[config.mk]
export PLATFORM = sky130hd
export DESIGN_NAME = hsv_to_rgb_converter_top
export DESIGN_NICKNAME = d
export VERILOG_FILES = /design/src/rtl/core/hsv2rgb_pkg.sv /design/src/rtl/core/hsv_to_rgb_converter_top.sv /design/src/rtl/core/hsv2rgb_front.sv /design/src/rtl/core/hsv2rgb_queue.sv /design/src/rtl/core/hsv2rgb_back.sv
export SDC_FILE = /design/constraint.sdc
export NUM_CORES = 2
export LEC_CHECK = 0
export ABC_CLOCK_PERIOD_IN_PS = 7100
export BUFFER_PORTS_ARGS = -buffer_cell sky130_fd_sc_hd__buf_2
export CAP_MARGIN = 20
export CORE_ASPECT_RATIO = 1.4
export CORE_MARGIN = 3
export CORE_UTILIZATION = 55
export CTS_CLUSTER_SIZE = 30
export DETAILED_ROUTE_END_ITERATION = 12
export GPL_TIMING_DRIVEN = 0
export HOLD_SLACK_MARGIN = 0.02
export PLACE_DENSITY = 0.71
export SYNTH_ARGS = -nofsm -noshare
export SYNTH_HDL_FRONTEND = slang
export SYNTH_SLANG_ARGS = --single-unit
[constraint.sdc]
create_clock -name clk -period 7.1 [get_ports clk]
set_clock_uncertainty 0.15 [all_clocks]
set_input_delay 0.355 -clock clk [delete_from_list [all_inputs] [get_ports clk]]
set_output_delay 0.355 -clock clk [all_outputs]
set_load 0.005 [all_outputs]
[src/rtl/core/hsv2rgb_pkg.sv]
// Shared types and constants of the HSV to RGB converter.
package hsv2rgb_pkg;

    // Hue circle and fixed-point scales
    localparam logic [14:0] HUE_FULL    = 15'd23040;
    localparam logic [11:0] SECTOR_SPAN = 12'd3840;
    localparam logic [7:0]  UNIT        = 8'd255;
    localparam logic [19:0] DENOM_QT    = 20'd979200;
    // DENOM_QT with the low eight zero bits taken out (255 * 15)
    localparam logic [11:0] QT_DIV      = 12'd3825;
    // Reciprocals for division by constant, floor of 2^k / divisor
    localparam int          RECIP_P_SHIFT  = 16;
    localparam logic [8:0]  RECIP_P        = 9'((1 << 16) / 255);
    localparam int          RECIP_QT_SHIFT = 28;
    localparam logic [16:0] RECIP_QT       = 17'((1 << 28) / 3825);

    typedef enum logic [2:0] {
        SECTOR_0,
        SECTOR_1,
        SECTOR_2,
        SECTOR_3,
        SECTOR_4,
        SECTOR_5
    } sector_t;

    typedef struct packed {
        logic [14:0] hue;
        logic [7:0]  saturation;
        logic [7:0]  brightness;
    } hsv_word_t;

    typedef struct packed {
        logic [7:0] red;
        logic [7:0] green;
        logic [7:0] blue;
    } rgb_word_t;

    typedef struct packed {
        sector_t     sector;
        logic [11:0] frac;
        logic [7:0]  saturation;
        logic [7:0]  brightness;
        logic        grey;
    } cls_word_t;

endpackage

[src/rtl/core/hsv_to_rgb_converter_top.sv]
// Top level of the HSV to RGB converter.
//
// Usage: present an HSV word on hsv and raise start; the word is taken at
// any rising edge where start is high and busy is low. hue is in 1/64
// degree units (a value of 23040 or more wraps once), saturation and
// brightness are 8-bit fractions of 255.
// Each word yields one RGB word on rgb, marked by done for exactly one
// cycle; the receiver takes it at the edge ending that cycle and has no
// way to hold it off.
// Throughput: one word per clock. An accepted word is first held in the
// queue, then passes through the five stages of the multiply pipeline
// (products, numerators, scaling, reciprocal estimate, correction and
// channel select into the output register).
// The back end never stalls, so busy stays low in normal use; it only
// rises if the queue is full.
// Reset clears the queue and every valid flag; no word is in flight
// afterwards and done stays low until a new word has passed through.
module hsv_to_rgb_converter_top
#(
    parameter int QUEUE_DEPTH = 2
)
(
    input  logic                   clk,
    input  logic                   rst_n,
    input  logic                   start,
    output logic                   busy,
    input  hsv2rgb_pkg::hsv_word_t hsv,
    output logic                   done,
    output hsv2rgb_pkg::rgb_word_t rgb
);

    hsv2rgb_pkg::cls_word_t cls_word;
    hsv2rgb_pkg::cls_word_t head_word;
    logic                   head_valid;
    logic                   queue_full;
    logic                   push;

    // Take a word whenever start is high and the queue has room
    assign push = start && !queue_full;
    assign busy = queue_full;

    hsv2rgb_front u_front
    (
        .hsv (hsv),
        .cls (cls_word)
    );

    hsv2rgb_queue
    #(
        .DEPTH (QUEUE_DEPTH)
    )
    u_queue
    (
        .clk        (clk),
        .rst_n      (rst_n),
        .push       (push),
        .push_word  (cls_word),
        .head_valid (head_valid),
        .head_word  (head_word),
        .full       (queue_full)
    );

    hsv2rgb_back u_back
    (
        .clk       (clk),
        .rst_n     (rst_n),
        .in_valid  (head_valid),
        .in_word   (head_word),
        .out_valid (done),
        .out_word  (rgb)
    );

endmodule

[src/rtl/core/hsv2rgb_front.sv]
// Front end: wrap the hue, split it into sector and fraction, flag grey.
module hsv2rgb_front
(
    input  hsv2rgb_pkg::hsv_word_t hsv,
    output hsv2rgb_pkg::cls_word_t cls
);

    logic [14:0]          hue_wrapped;
    logic [14:0]          sector_base;
    hsv2rgb_pkg::sector_t sector_sel;

    // Wrap an out-of-range hue once around the circle
    always_comb
    begin
        if (hsv.hue >= hsv2rgb_pkg::HUE_FULL)
        begin
            hue_wrapped = hsv.hue - hsv2rgb_pkg::HUE_FULL;
        end
        else
        begin
            hue_wrapped = hsv.hue;
        end
    end

    // Compare against the sector boundaries
    always_comb
    begin
        if (hue_wrapped >= 15'(5 * 3840))
        begin
            sector_sel  = hsv2rgb_pkg::SECTOR_5;
            sector_base = 15'(5 * 3840);
        end
        else if (hue_wrapped >= 15'(4 * 3840))
        begin
            sector_sel  = hsv2rgb_pkg::SECTOR_4;
            sector_base = 15'(4 * 3840);
        end
        else if (hue_wrapped >= 15'(3 * 3840))
        begin
            sector_sel  = hsv2rgb_pkg::SECTOR_3;
            sector_base = 15'(3 * 3840);
        end
        else if (hue_wrapped >= 15'(2 * 3840))
        begin
            sector_sel  = hsv2rgb_pkg::SECTOR_2;
            sector_base = 15'(2 * 3840);
        end
        else if (hue_wrapped >= 15'(3840))
        begin
            sector_sel  = hsv2rgb_pkg::SECTOR_1;
            sector_base = 15'(3840);
        end
        else
        begin
            sector_sel  = hsv2rgb_pkg::SECTOR_0;
            sector_base = 15'd0;
        end
    end

    logic [14:0] frac_wide;

    assign frac_wide      = hue_wrapped - sector_base;
    assign cls.sector     = sector_sel;
    assign cls.frac       = frac_wide[11:0];
    assign cls.saturation = hsv.saturation;
    assign cls.brightness = hsv.brightness;
    assign cls.grey       = (hsv.saturation == 8'd0);

endmodule

[src/rtl/core/hsv2rgb_queue.sv]
// Short word queue between the front end and the arithmetic back end.
module hsv2rgb_queue
#(
    parameter int DEPTH = 2
)
(
    input  logic                   clk,
    input  logic                   rst_n,
    input  logic                   push,
    input  hsv2rgb_pkg::cls_word_t push_word,
    output logic                   head_valid,
    output hsv2rgb_pkg::cls_word_t head_word,
    output logic                   full
);

    localparam int PTR_W = $clog2(DEPTH);
    localparam int CNT_W = $clog2(DEPTH + 1);

    hsv2rgb_pkg::cls_word_t entry_reg [DEPTH];

    logic [PTR_W-1:0] wr_ptr_reg, wr_ptr_next;
    logic [PTR_W-1:0] rd_ptr_reg, rd_ptr_next;
    logic [CNT_W-1:0] count_reg, count_next;
    logic             pop;

    // The back end never stalls: drain whenever a word is held
    assign head_valid = (count_reg != '0);
    assign pop        = head_valid;
    assign full       = (count_reg == CNT_W'(DEPTH));
    assign head_word  = entry_reg[rd_ptr_reg];

    always_comb
    begin
        wr_ptr_next = wr_ptr_reg;
        rd_ptr_next = rd_ptr_reg;
        count_next  = count_reg;
        if (push)
        begin
            wr_ptr_next = (wr_ptr_reg == PTR_W'(DEPTH - 1)) ? '0 : wr_ptr_reg + 1'b1;
        end
        if (pop)
        begin
            rd_ptr_next = (rd_ptr_reg == PTR_W'(DEPTH - 1)) ? '0 : rd_ptr_reg + 1'b1;
        end
        case ({push, pop})
            2'b10:   count_next = count_reg + 1'b1;
            2'b01:   count_next = count_reg - 1'b1;
            default: count_next = count_reg;
        endcase
    end

    always_ff @(posedge clk or negedge rst_n)
    begin
        if (!rst_n)
        begin
            wr_ptr_reg <= '0;
            rd_ptr_reg <= '0;
            count_reg  <= '0;
        end
        else
        begin
            wr_ptr_reg <= wr_ptr_next;
            rd_ptr_reg <= rd_ptr_next;
            count_reg  <= count_next;
        end
    end

    always_ff @(posedge clk)
    begin
        if (push)
        begin
            entry_reg[wr_ptr_reg] <= push_word;
        end
    end

    assert property (@(posedge clk) disable iff (!rst_n)
        count_reg <= CNT_W'(DEPTH))
        else $error("queue fill count beyond depth");

    assert property (@(posedge clk) disable iff (!rst_n)
        push |=> (count_reg != '0))
        else $error("queue empty after a push");

endmodule

[src/rtl/core/hsv2rgb_back.sv]
// Back end: five-stage fixed-point pipeline producing the RGB word.
module hsv2rgb_back
(
    input  logic                   clk,
    input  logic                   rst_n,
    input  logic                   in_valid,
    input  hsv2rgb_pkg::cls_word_t in_word,
    output logic                   out_valid,
    output hsv2rgb_pkg::rgb_word_t out_word
);

    // Stage 1: raw products
    logic                   s1_valid_reg;
    hsv2rgb_pkg::cls_word_t s1_word_reg;
    logic [15:0]            s1_mp_reg, s1_mp_next;
    logic [19:0]            s1_u_reg, s1_u_next;

    // Stage 2: numerators and first estimate of p
    logic                   s2_valid_reg;
    hsv2rgb_pkg::cls_word_t s2_word_reg;
    logic [15:0]            s2_mp_reg;
    logic [8:0]             s2_pe_reg, s2_pe_next;
    logic [19:0]            s2_nq_reg, s2_nq_next;
    logic [19:0]            s2_nt_reg, s2_nt_next;

    // Stage 3: scaled numerators, final p
    logic                   s3_valid_reg;
    hsv2rgb_pkg::cls_word_t s3_word_reg;
    logic [7:0]             s3_p_reg, s3_p_next;
    logic [27:0]            s3_xq_reg, s3_xq_next;
    logic [27:0]            s3_xt_reg, s3_xt_next;

    // Stage 4: quotient estimates of q and t
    logic                   s4_valid_reg;
    hsv2rgb_pkg::cls_word_t s4_word_reg;
    logic [7:0]             s4_p_reg;
    logic [19:0]            s4_yq_reg;
    logic [19:0]            s4_yt_reg;
    logic [8:0]             s4_eq_reg, s4_eq_next;
    logic [8:0]             s4_et_reg, s4_et_next;

    // Output register
    logic                   out_valid_reg;
    hsv2rgb_pkg::rgb_word_t out_word_reg, out_word_next;

    function automatic logic [8:0] est_qt(input logic [19:0] y);
        logic [36:0] prod;
        prod = 37'(y) * 37'(hsv2rgb_pkg::RECIP_QT);
        return prod[36:hsv2rgb_pkg::RECIP_QT_SHIFT];
    endfunction

    // Estimate is at most one short: compare remainder and bump
    function automatic logic [7:0] fix_qt(input logic [19:0] y, input logic [8:0] e);
        logic [20:0] back_prod;
        logic [20:0] rem;
        back_prod = 21'(e) * 21'(hsv2rgb_pkg::QT_DIV);
        rem       = 21'(y) - back_prod;
        if (rem[12:0] >= 13'(hsv2rgb_pkg::QT_DIV))
        begin
            return e[7:0] + 8'd1;
        end
        return e[7:0];
    endfunction

    logic [24:0] p_est_prod;
    logic [16:0] p_back_prod;
    logic [16:0] p_rem;
    logic [20:0] nt_wide;
    logic [7:0]  q_chan;
    logic [7:0]  t_chan;
    logic [7:0]  v_chan;
    logic [7:0]  p_chan;

    always_comb
    begin
        s1_mp_next = 16'(in_word.brightness) * 16'(hsv2rgb_pkg::UNIT - in_word.saturation);
        s1_u_next  = 20'(in_word.saturation) * 20'(in_word.frac);

        p_est_prod = 25'(s1_mp_reg) * 25'(hsv2rgb_pkg::RECIP_P);
        s2_pe_next = p_est_prod[24:hsv2rgb_pkg::RECIP_P_SHIFT];
        s2_nq_next = hsv2rgb_pkg::DENOM_QT - s1_u_reg;
        nt_wide    = 21'(hsv2rgb_pkg::DENOM_QT)
                   - 21'(s1_word_reg.saturation) * 21'(hsv2rgb_pkg::SECTOR_SPAN)
                   + 21'(s1_u_reg);
        s2_nt_next = nt_wide[19:0];

        p_back_prod = 17'(s2_pe_reg) * 17'(hsv2rgb_pkg::UNIT);
        p_rem       = 17'(s2_mp_reg) - p_back_prod;
        if (p_rem >= 17'(hsv2rgb_pkg::UNIT))
        begin
            s3_p_next = s2_pe_reg[7:0] + 8'd1;
        end
        else
        begin
            s3_p_next = s2_pe_reg[7:0];
        end
        s3_xq_next = 28'(s2_word_reg.brightness) * 28'(s2_nq_reg);
        s3_xt_next = 28'(s2_word_reg.brightness) * 28'(s2_nt_reg);

        s4_eq_next = est_qt(s3_xq_reg[27:8]);
        s4_et_next = est_qt(s3_xt_reg[27:8]);
    end

    // Final correction and six-sector channel select; a grey word gives brightness on all channels
    always_comb
    begin
        q_chan = fix_qt(s4_yq_reg, s4_eq_reg);
        t_chan = fix_qt(s4_yt_reg, s4_et_reg);
        v_chan = s4_word_reg.brightness;
        p_chan = s4_p_reg;
        if (s4_word_reg.grey)
        begin
            out_word_next = '{red: v_chan, green: v_chan, blue: v_chan};
        end
        else
        begin
            case (s4_word_reg.sector)
                hsv2rgb_pkg::SECTOR_0:
                    out_word_next = '{red: v_chan, green: t_chan, blue: p_chan};
                hsv2rgb_pkg::SECTOR_1:
                    out_word_next = '{red: q_chan, green: v_chan, blue: p_chan};
                hsv2rgb_pkg::SECTOR_2:
                    out_word_next = '{red: p_chan, green: v_chan, blue: t_chan};
                hsv2rgb_pkg::SECTOR_3:
                    out_word_next = '{red: p_chan, green: q_chan, blue: v_chan};
                hsv2rgb_pkg::SECTOR_4:
                    out_word_next = '{red: t_chan, green: p_chan, blue: v_chan};
                default:
                    out_word_next = '{red: v_chan, green: p_chan, blue: q_chan};
            endcase
        end
    end

    always_ff @(posedge clk or negedge rst_n)
    begin
        if (!rst_n)
        begin
            s1_valid_reg  <= 1'b0;
            s2_valid_reg  <= 1'b0;
            s3_valid_reg  <= 1'b0;
            s4_valid_reg  <= 1'b0;
            out_valid_reg <= 1'b0;
        end
        else
        begin
            s1_valid_reg  <= in_valid;
            s2_valid_reg  <= s1_valid_reg;
            s3_valid_reg  <= s2_valid_reg;
            s4_valid_reg  <= s3_valid_reg;
            out_valid_reg <= s4_valid_reg;
        end
    end

    always_ff @(posedge clk)
    begin
        s1_word_reg  <= in_word;
        s1_mp_reg    <= s1_mp_next;
        s1_u_reg     <= s1_u_next;
        s2_word_reg  <= s1_word_reg;
        s2_mp_reg    <= s1_mp_reg;
        s2_pe_reg    <= s2_pe_next;
        s2_nq_reg    <= s2_nq_next;
        s2_nt_reg    <= s2_nt_next;
        s3_word_reg  <= s2_word_reg;
        s3_p_reg     <= s3_p_next;
        s3_xq_reg    <= s3_xq_next;
        s3_xt_reg    <= s3_xt_next;
        s4_word_reg  <= s3_word_reg;
        s4_p_reg     <= s3_p_reg;
        s4_yq_reg    <= s3_xq_reg[27:8];
        s4_yt_reg    <= s3_xt_reg[27:8];
        s4_eq_reg    <= s4_eq_next;
        s4_et_reg    <= s4_et_next;
        out_word_reg <= out_word_next;
    end

    assign out_valid = out_valid_reg;
    assign out_word  = out_word_reg;

    assert property (@(posedge clk) disable iff (!rst_n)
        s1_valid_reg |-> (s1_word_reg.frac < hsv2rgb_pkg::SECTOR_SPAN))
        else $error("hue fraction outside its sector");

    assert property (@(posedge clk) disable iff (!rst_n)
        (s1_valid_reg && s1_word_reg.grey) |-> ##4
            (out_valid_reg && out_word_reg.red == out_word_reg.green
                           && out_word_reg.green == out_word_reg.blue))
        else $error("grey word did not come out grey");

endmodule

Word level (Yosys, flattened, before mapping):

Memory sizes are Yosys's and may differ from the RTL's.
Index checks and enable logic that the tools add are counted.

* $add $sub $neg: 16
* $mul: 11
* div/mod/pow operators: 0
* order comparisons: 9
* equal/unequal tests: 7
* shifts and indexed selects: 0
* mux-type cells: 25
* bitwise logic cells: 0
* reduce and logical (&&, ||, !) cells: 6

Operators by type and width (number)
* case mux 24 bit (5 select lines): 1
* multiplier 20 x 17 -> 37 bit, second input constant: 2
* 2-to-1 mux 12 bit: 5
* multiplier 8 x 20 -> 28 bit: 2
* 2-to-1 mux 8 bit: 5
* subtractor 20 bit, first input constant: 2
* greater-or-equal comparator 15 x 14 -> 1 bit, second input constant: 2
* greater-or-equal comparator 15 bit, second input constant: 2
* greater-or-equal comparator 13 x 12 -> 1 bit, second input constant: 2
* multiplier 9 x 12 -> 13 bit, second input constant: 2
* subtractor 13 bit: 2
* multiplier 16 x 9 -> 25 bit, second input constant: 1
* adder 8 x 1 -> 8 bit, second input constant: 3
* 2-to-1 mux 24 bit: 1
* adder 20 bit: 1
* multiplier 8 x 12 -> 20 bit: 1
* greater-or-equal comparator 17 x 8 -> 1 bit, second input constant: 1
* multiplier 9 x 8 -> 17 bit, second input constant: 1
* subtractor 16 x 17 -> 17 bit: 1
* multiplier 8 x 16 -> 16 bit: 1
* greater-or-equal comparator 15 x 12 -> 1 bit, second input constant: 1
* greater-or-equal comparator 15 x 13 -> 1 bit, second input constant: 1
* 2-to-1 mux 15 bit: 1
* subtractor 15 bit, second input constant: 1
* 19 further kinds: 32

* bits in registers: 306
* bits in latches: 0
* bits in writable memories: 64
* memory bits (read-only): 0
* input bits: 34
* output and inout bits: 26
* word-level logic and storage cells: 113
* memories kept: 1

Memory list
* u_queue.entry_reg: depth 2, width 32, read ports 1, clocked after memory_dff 0, wr ports 1, RTL line hsv2rgb_queue.sv:19 `hsv2rgb_pkg::cls_word_t entry_reg [DEPTH];`

Longest topological paths before layout:

* depth in word-level cells: 9
* gate-level depth with buffers: 25
* depth with buffers taken out: 22

By module:

Synthesis repeated with hierarchy kept, for this count alone.

* cell total of the unflattened synthesis: 4054
* area, all modules: 39809.4 µm²

By module, submodules not included
* hsv2rgb_back: times used 1, cells an instance 3836, area each 36372.4 µm², sequential area each 5730.5 µm²
* hsv2rgb_queue: times used 1, cells an instance 116, area each 2648.8 µm², sequential area each 2021.9 µm²
* hsv2rgb_front: times used 1, cells an instance 101, area each 774.5 µm², sequential area each 0.0 µm²
* hsv_to_rgb_converter_top: times used 1, cells an instance 1, area each 13.8 µm², sequential area each 0.0 µm²

Least setup slack after synthesis:

OpenSTA, ideal clock, no wires.

* path kind: register to register
* from: register u_queue.rd_ptr_reg
* to: register u_back.s1_u_reg[19]
* setup time: 0.072 ns
* arrival time: 5.950 ns
* required time: 6.878 ns
* path slack: 0.928 ns
* cell stages (with the launch flop): 21
* path buffers: 3
* clock period less this slack: 6.172 ns
* cells stage by stage: dfrtp_1 > buf_1 > buf_1 > buf_1 > mux2i_1 > nor2_1 > fa_1 > inv_1 > fa_1 > fa_1 > fa_1 > inv_1 > ha_1 > o21a_1 > nor2_1 > o21bai_1 > a41o_1 > o41ai_1 > o2111ai_1 > a21oi_1 > xnor2_1

* cells in the longest elaborated chain, start to end: 2

Ends and longest elaborated chain
* start, declared: RTL line hsv2rgb_queue.sv:22 `logic [PTR_W-1:0] rd_ptr_reg, rd_ptr_next;`
* start signal, assigned: RTL line hsv2rgb_queue.sv:63 `rd_ptr_reg <= rd_ptr_next;`
* memory read (2 x 32 bit)
* multiplier 8 x 12 -> 20 bit: RTL line hsv2rgb_back.sv:77 `s1_u_next = 20'(in_word.saturation) * 20'(in_word.frac);`
* net u_back.s1_u_next[19]: RTL line hsv2rgb_back.sv:16 `logic [19:0] s1_u_reg, s1_u_next;`
* end signal, assigned: RTL line hsv2rgb_back.sv:158 `s1_u_reg <= s1_u_next;`
* end, declared: RTL line hsv2rgb_back.sv:16

The timed path passes the listed nets, and every way through them passes these cells.
A chain may end at the register's enable or synchronous reset.

Worst setup path in the final report:

* from: register u_back.s2_word_reg[3] (netlist bit)
* to: register u_back.s3_xq_reg[27]

* cells in the longest elaborated chain, start to end: 1

Ends and longest elaborated chain
* start, declared: RTL line hsv2rgb_back.sv:20 `hsv2rgb_pkg::cls_word_t s2_word_reg;`
* start signal, assigned: RTL line hsv2rgb_back.sv:159 `s2_word_reg <= s1_word_reg;`
* multiplier 8 x 20 -> 28 bit: RTL line hsv2rgb_back.sv:97 `s3_xq_next = 28'(s2_word_reg.brightness) * 28'(s2_nq_reg);`
* net u_back.s3_xq_next[27]: RTL line hsv2rgb_back.sv:30 `logic [27:0] s3_xq_reg, s3_xq_next;`
* end signal, assigned: RTL line hsv2rgb_back.sv:166 `s3_xq_reg <= s3_xq_next;`
* end, declared: RTL line hsv2rgb_back.sv:30

The timed path passes the listed nets, and every way through them passes these cells.

==> reports/metrics.cfg <==
[route]
vias = 27400
drc = 0
drtPass1Iterations = 6
antenna_left = 0
drt_iter0_drc = 1472
viasPerCell = 5.38
wl_per_cell_um = 16.7
totalWireLength_um = 84700

[worst_setup_path]
reg2regPathDepth = 21
path_cells = clkbuf_1 > clkbuf_2 > nand2_1 > fa_1 > fa_1 > inv_1 > fa_1 > inv_1 > fa_1 > inv_1 > ha_1 > o21a_1 > a211oi_1 > o21ai_0 > nand4_1 > a21oi_2 > a211oi_1 > o21ai_0 > a21oi_1 > o21bai_1 > xnor2_1
critical_path_required_ns = 7.40
cp-endpoint = u_back.s3_xq_reg[27]
critPathArrivalTime_ns = 6.88
critPathSlowestCell = fa_1
worstReg2RegEnd = u_back.s3_xq_reg[27]
cp_top_family = adder cells
cp-end-kind = register
cp_num_buf_inv = 5
start_kind = register
regToRegSetupSlack_ns = 0.51
crit_fanout = 10
crit_path_frequent_cell = fa_1
path_depth = 21
cp_slowest_stage_delay_ns = 0.54
critPathKind = register to register
timing.rr.start = u_back.s2_word_reg[3]
startpoint = u_back.s2_word_reg[3]

[sta]
rsz0062_at_grt = false
fmax_mhz = 152
post-route-min-period_ns = 6.59
slew_headroom_pct = 20.1
setup_violations = 0
timing.final.hold_violations = 0
worst_pin_slew_ns = 1.17
drv_slew = 0
period_share_pct = 92.8

[global_routing]
grt_usage_pct = 23.6
overflow = 0
grt_pass1_vias = 29300
grt_pass1_wl_um = 142000
antenna_found_initial = 2
grt_max_degree = 33

[placement]
gp_congestion = 0.919
hpwl_um = 69400
portBuffers = 58

[final_layout]
largest_reg_flops = 64
drive_gt1_share_pct = 4.50
n_fill_cell = 5907
finalNetCount = 5314
syn_to_final_growth_pct = 8.01
final_core_util_pct = 60.5
diodes = 0

[hold_path]
hold_path_class = register to register
worstHoldStart = u_back.s3_word_reg[29]

[synthesis]
synth_seq_area_share_pct = 19.9
synth_cell_types = 85
syn_inst = 3999
yosysWarnings = 0
synthArstFlopShare_pct = 2.55
syn-num-nets = 5188
synth_edf_count = 64
synthFlopType = dfxtp_1
ys_ff_latch = 353
syn_avg_cell_area_um2 = 9.75
synth_area_um2 = 39000

[floorplanning]
initial_utilization_pct = 56.0
boundaryPins = 60
die_x_um = 231
rows = 114
coreArea_um2 = 69600
dieArea_um2 = 74200
die_height_um = 321

[clock_tree]
clock-sinks = 353
clockBufferDepth = 3
cts-root-buf = clkbuf_16
clk_latency_ns = 0.57
tritoncts = built
htreeDepth = 2
cts-buffers-inserted = 40
clk_pin_slew_ns = 0.06

[outcome]
status = complete, no violations

[flow_run]
maxCapViolations = 0

[placed cells by master (no fill, tap or decap), types with 14 or more instances in the layout]
cell type	instances
inv_1	825
ha_1	637
fa_1	518
nand2_1	329
dfxtp_1	280
nor2_1	215
xnor2_1	158
and2_1	144
a21oi_1	111
o21ai_0	82
edfxtp_1	64
buf_2	61
clkbuf_1	56
xor2_1	53
nor3_1	46
a21o_1	45
clkbuf_16	41
nand3_1	35
mux2i_1	32
nor2b_1	30
o21a_1	29
dlygate4sd3_1	27
nand2b_1	21
a31oi_1	21
nand4_1	19
o21bai_1	17
and3_1	14
mux2_2	14
[routing by layer]
layer / vias to the layer above / part of all wire, % / GRT usage [%]
met5: - / 0.032 / 0
met4: 4 / 4.2 / 8.93
met3: 225 / 4.4 / 2.99
met2: 716 / 53 / 45.3
met1: 13400 / 38 / 26.5
li1: 13000 / - / -
[worst min path at each step]
stage / endpoint / slack (ns) / cells after the start
finish: u_back.s4_word_reg[29] / 0.17 / 0
global route: u_back.s2_word_reg[7] / 0.18 / 0
CTS: u_back.s2_word_reg[7] / 0.17 / 0
detailed placement: u_queue.rd_ptr_reg / 0.07 / 1
global placement: u_queue.rd_ptr_reg / 0.06 / 1
floorplan: u_back.out_valid / -0.09 / 0
[cell type report]
type	instances	area (um2)	area share [%]
inverters	826	3100	7.36
clock buffers	48	1090	2.59
plain buffers	62	243	0.576
flip-flops and latches	353	7750	18.4
repair buffers	85	561	1.33
well taps	928	1160	2.76
clock inverters	25	272	0.644
multi-input cells	2757	28000	66.3
[synth_stat cells (all sizes together) (53+ instances only)]
master    n  area, um2
a21oi   112        561
xnor2   159       1390
o21ai    85        425
nand2   329       1230
fa      518      10400
inv     825       3100
ha      637       7970
edfxtp   64       1920
nor2    216        811
xor2     53        464
dfxtp   280       5610
clkbuf   58        218
and2    144        901
[logic make-up after synthesis]
kind of cell,after synthesis,share of synthesized area [%]
DFF,353,19.9
and+or+nand+nor,908,11.0
muxes,48,1.28
adders and majority gates,1157,47.1
AOI/OAI and AO/OA,431,7.42
buffers and inverters,889,8.56
xor gates and xnor gates,213,4.82
[what timing repair did]
action,CTS,global route
hold buffers,27,0
endpoints found under the hold margin,60,0
buffers inserted,0,0
gates resized for setup,2,14
setup endpoints to repair,3,10
[metrics by stage]
stage	setup slack [ns]	hold WS (ns)	TNS, ns	instances	instance area, um2
after floorplan	0.928	-0.0906	0	3999	39000
after CTS	0.0150	0.173	0	5085	42100
after global placement	-0.164	0.0607	-0.350	4985	40500
after global routing	0.0556	0.180	0	5084	42100
final	0.514	0.174	0	5084	42100
after detailed placement	-0.282	0.0669	-0.605	4985	40500
Power is left out: the tool's default activity adds up to more than one toggle a clock period on the data nets, which glitch-free logic cannot reach.
